===== config.mk =====
export PLATFORM = sky130hd
export DESIGN_NAME = sal_cell
export DESIGN_NICKNAME = d
export VERILOG_FILES = /design/src/hdl/sal_pkg.sv /design/src/hdl/sal_cell.sv
export SDC_FILE = /design/constraint.sdc
export NUM_CORES = 1
export LEC_CHECK = 0
export ABC_AREA = 1
export BUFFER_PORTS_ARGS = -buffer_cell sky130_fd_sc_hd__buf_4
export CORE_AREA = 2 2 108 58
export CTS_CLUSTER_SIZE = 25
export DETAILED_ROUTE_END_ITERATION = 10
export DIE_AREA = 0 0 110 60
export PLACE_DENSITY = 0.84
export SLEW_MARGIN = 15
export SYNTH_ARGS = -nofsm -noshare
export SYNTH_HDL_FRONTEND = slang
export SYNTH_SLANG_ARGS = --single-unit

===== constraint.sdc =====
create_clock -name clk_i -period 1.83 [get_ports clk_i]
set_input_delay 0.2745 -clock clk_i [delete_from_list [all_inputs] [get_ports clk_i]]
set_output_delay 0.2745 -clock clk_i [all_outputs]
set_load 0.02 [all_outputs]

===== src/hdl/sal_pkg.sv =====
// Shared constants, types and codes of the array list block.
package sal_pkg;

  localparam int CAPACITY = 64;
  localparam int DATA_W   = 32;
  localparam int POS_W    = 8;
  localparam int OUT_W    = 7;
  localparam int IDX_W    = (CAPACITY > 1) ? $clog2(CAPACITY) : 1;
  localparam int CNT_W    = $clog2(CAPACITY + 1);
  localparam int WIDE_W   = (CNT_W > POS_W) ? CNT_W : POS_W;

  typedef logic [DATA_W-1:0]   data_t;
  typedef logic [IDX_W-1:0]    idx_t;
  typedef logic [CNT_W-1:0]    cnt_t;
  typedef logic [WIDE_W-1:0]   wide_t;
  typedef logic [CAPACITY-1:0] vec_t;
  typedef logic [OUT_W-1:0]    out_t;

  localparam out_t FOUND_NONE = '1;

  typedef enum logic [2:0] {
    CMD_APPEND    = 3'd0,
    CMD_WRITE_AT  = 3'd1,
    CMD_REMOVE_AT = 3'd2,
    CMD_REMOVE_VL = 3'd3,
    CMD_READ_AT   = 3'd4,
    CMD_FIND      = 3'd5
  } cmd_e;

  typedef enum logic [1:0] {
    STS_OK        = 2'd0,
    STS_BAD_POS   = 2'd1,
    STS_FULL      = 2'd2,
    STS_NOT_FOUND = 2'd3
  } status_e;

  typedef enum logic [2:0] {
    ST_IDLE  = 3'b001,
    ST_MATCH = 3'b010,
    ST_APPLY = 3'b100
  } state_e;

  // Broadcast control from the sequencer to every cell.
  typedef struct packed {
    logic  match_en;
    logic  wr_en;
    logic  shift_pos;
    logic  shift_mask;
    data_t key;
    idx_t  pos;
    cnt_t  count;
  } cell_ctl_t;

endpackage


===== src/hdl/sal_cell.sv =====
// One list slot: holds a word, compares it, and shifts from its upper neighbor.
module sal_cell (
  input  logic               clk_i,
  input  logic               rst_ni,
  input  sal_pkg::idx_t      idx_i,
  input  sal_pkg::cell_ctl_t ctl_i,
  input  logic               tail_i,
  input  sal_pkg::data_t     next_i,
  output sal_pkg::data_t     data_o,
  output logic               match_o,
  output sal_pkg::data_t     rd_o
);

  sal_pkg::data_t data_q;
  logic           match_q;
  logic           sel;
  logic           live;
  logic           shift;

  // Decode this slot against the broadcast position and count
  assign sel   = (idx_i == ctl_i.pos);
  assign live  = (sal_pkg::cnt_t'(idx_i) < ctl_i.count);
  assign shift = (ctl_i.shift_pos && (idx_i >= ctl_i.pos)) ||
                 (ctl_i.shift_mask && tail_i);

  // Take the neighbor's word on a shift, or the key on a write
  always_ff @(posedge clk_i) begin
    if (shift) begin
      data_q <= next_i;
    end else if (ctl_i.wr_en && sel) begin
      data_q <= ctl_i.key;
    end
  end

  // Latch the key compare for held slots only
  always_ff @(posedge clk_i or negedge rst_ni) begin
    if (!rst_ni) begin
      match_q <= 1'b0;
    end else if (ctl_i.match_en) begin
      match_q <= live && (data_q == ctl_i.key);
    end
  end

  assign data_o  = data_q;
  assign match_o = match_q;
  assign rd_o    = sel ? data_q : '0;

endmodule


==> run metrics <==
pin count of the biggest net entering global routing 33; share of the synthesized area in the top cell type 0.374; CP Class primary input to output port; syn_nets 464; Final Max Tran Viols 0; most frequent CP cell nor2_4; Routed Wire Length 8590 um; DR iter-0 viols 149; Power Density 690 mW/mm^2; Worst-Margin Slew 0.419 ns; share of cells above drive strength 1 0.394; Final min period 1.79 ns; DP Worst Slack -0.130 ns; smallest hold slack 0.243 ns; Clock Sinks 33; Hold Path Class primary input to register; Core Area 0.00573 mm^2; DR WL/cell 14.3 um; share of flip-flops with an asynchronous set or reset 0.0303; RD Place Congestion 0.807; Peak VDD IR 0.419 mV; Antenna Cells 0; width of the die 110 um; Skew-Pair Late Insertion Delay 0.28 ns; worst setup margin 0.0425 ns; Nets 625; routed vias 2904; FF+latch count, synth 33; CP required 1.56 ns; Ports 155; Critical Path End Type output port; area added between synthesis and finish 64.1%; max frequency 0.559 GHz; H-tree levels 2; Leakage 2.28 nW; Synth Instances 363; CTS Buf Count 5; Post-synth EDFFs 32; DR DRC count 0; count of different cell masters after synthesis 24; GRT Resource Usage Total 0.238; Port-buffer cells 154; CP max stage delay 0.27 ns; count leader, synth nand2_1; FILL cells 457; vias in the first global route 2667; Mapped Area 0.00257 mm^2; DIE AREA 0.00660 mm^2; clk slew on worst S/H paths 0.07 ns; TritonCTS clock tree done; Worst slew margin 0.720; Starting Density 0.448; Synth area leader edfxtp_1; initial antenna violation count 0; cell-by-cell trace of the critical path buf_4 > inv_1 > ha_4 > nand2_2 > nor2_4 > nand3_4 > clkbuf_16 > nor2_4 > buf_6; endpoints failing setup 0; Mean Syn Cell Area 7.08 um^2; skew final 0.00599 ns; num rows 20; Post-DRT Antenna Nets 0; Die Ht 60 um; setup bufs post-CTS 0; Synth Flop Type edfxtp_1; sequential share of the synthesized area 0.384; top cells by count, synth nand2_1 (116), inv_1 (61), nor2_1 (51); final hold vios 0; Final period util 0.977; Yosys warnings 0; unrepaired setup endpoints after global routing no; Congestion Overflow GR 0; TritonRoute pass-1 iters 5; post-DP HPWL 6180 um; status finished clean; global-route wire length before repair 11900 um; vias per cell 4.82; max-cap viol count 0; ranking of synthesized cells by area edfxtp_1 (37%), nand2_1 (17%), inv_1 (8.9%), nor2_1 (7.5%), nand3_1 (6.8%); Startpoint Class primary input; Worst path slowest cell ha_4; CTS Root Cell clkbuf_8; clock tree buffer depth 2; crit-path max FO 8; Critical Path AT 1.51 ns
-- cell type report --
class,instances,area (um^2),area share
inverters,61,234,0.0555
clock buffers,6,72.6,0.0172
flip-flops and latches,33,986,0.234
multi-input cells,257,1420,0.337
well taps,77,96.3,0.0229
repair buffers,166,1370,0.325
clock inverters,2,33.8,0.00802
-- metrics by stage --
step | instances | utilization | TNS, ns | power (mW) | area, um^2
6_report | 602 | 0.735 | 0 | 2.91 | 4210
5_1_grt | 602 | 0.735 | 0 | 3.08 | 4210
3_5_place_dp | 590 | 0.673 | -3.26 | 2.19 | 3860
4_1_cts | 599 | 0.693 | 0 | 2.85 | 3970
3_3_place_gp | 590 | 0.673 | -0.913 | 2.15 | 3860
2_1_floorplan | 363 | - | 0 | 1.70 | 2590
-- final timing paths --
kind                                       from                  end  slack [ns]  cells past startpoint
hold reg to reg             match_o$_DFFE_PN0P_  match_o$_DFFE_PN0P_        0.49                      2
setup / recovery                      ctl_i[10]             rd_o[11]        0.04                      9
min in group asynchronous                rst_ni  match_o$_DFFE_PN0P_        0.30                      2
setup reg to reg           data_o[19]$_DFFE_PP_  match_o$_DFFE_PN0P_        0.51                      7
hold / removal                        ctl_i[48]  match_o$_DFFE_PN0P_        0.24                      4
max in group asynchronous                rst_ni  match_o$_DFFE_PN0P_        1.45                      2
-- layout by cell type, fill, tap and decap left out, drive strengths merged --
cell / n
clkbuf: 8
nand2: 128
xor2: 1
o21ai: 1
nand3: 37
ha: 11
nand4: 3
inv: 61
clkinv: 1
nor3: 2
edfxtp: 32
dlygate4sd3: 1
nor2: 52
xnor2: 16
buf: 163
bufinv: 1
dfrtp: 1
a21o: 1
a21oi: 5
-- report_power, final --
part,total (mW),internal (mW),switching [mW]
registers,1.11,0.993,0.117
logic,1.13,0.515,0.616
clock network,0.667,0.402,0.265
total,2.91,1.91,0.998
-- critical path: cells and delay by family --
family                     cells  cell delay (ns)
adders and majority gates      1             0.27
buffers and inverters          4             0.48
and+or+nand+nor                4             0.48
-- layer usage --
metal | global-route usage | vias up | routed length (um)
li1 | - | 1441 | -
met1 | 0.307 | 1320 | 3660
met2 | 0.405 | 135 | 4020
met3 | 0.0654 | 8 | 832
met4 | 0.0488 | 0 | 78
met5 | 0 | - | 0
-- flip-flops by register name, summed over array words and instances, names as in the netlist --
| register | cells |
|---|---|
| match_o | 1 |
| data_o | 32 |
-- kinds of logic after synthesis --
logic type / synth area share
and+or+nand+nor: 0.372
buffers and inverters: 0.118
adders and majority gates: 0.0536
DFF: 0.384
AOI/OAI and AO/OA: 0.0146
xor gates and xnor gates: 0.0580
-- repair_timing --
action | in CTS | in global routing
gates resized for setup | 0 | 43
setup endpoints to repair | 0 | 10
hold buffers | 1 | 0
endpoints found under the hold margin | 1 | 0
Note: power is estimated with default switching activity, not from simulation.
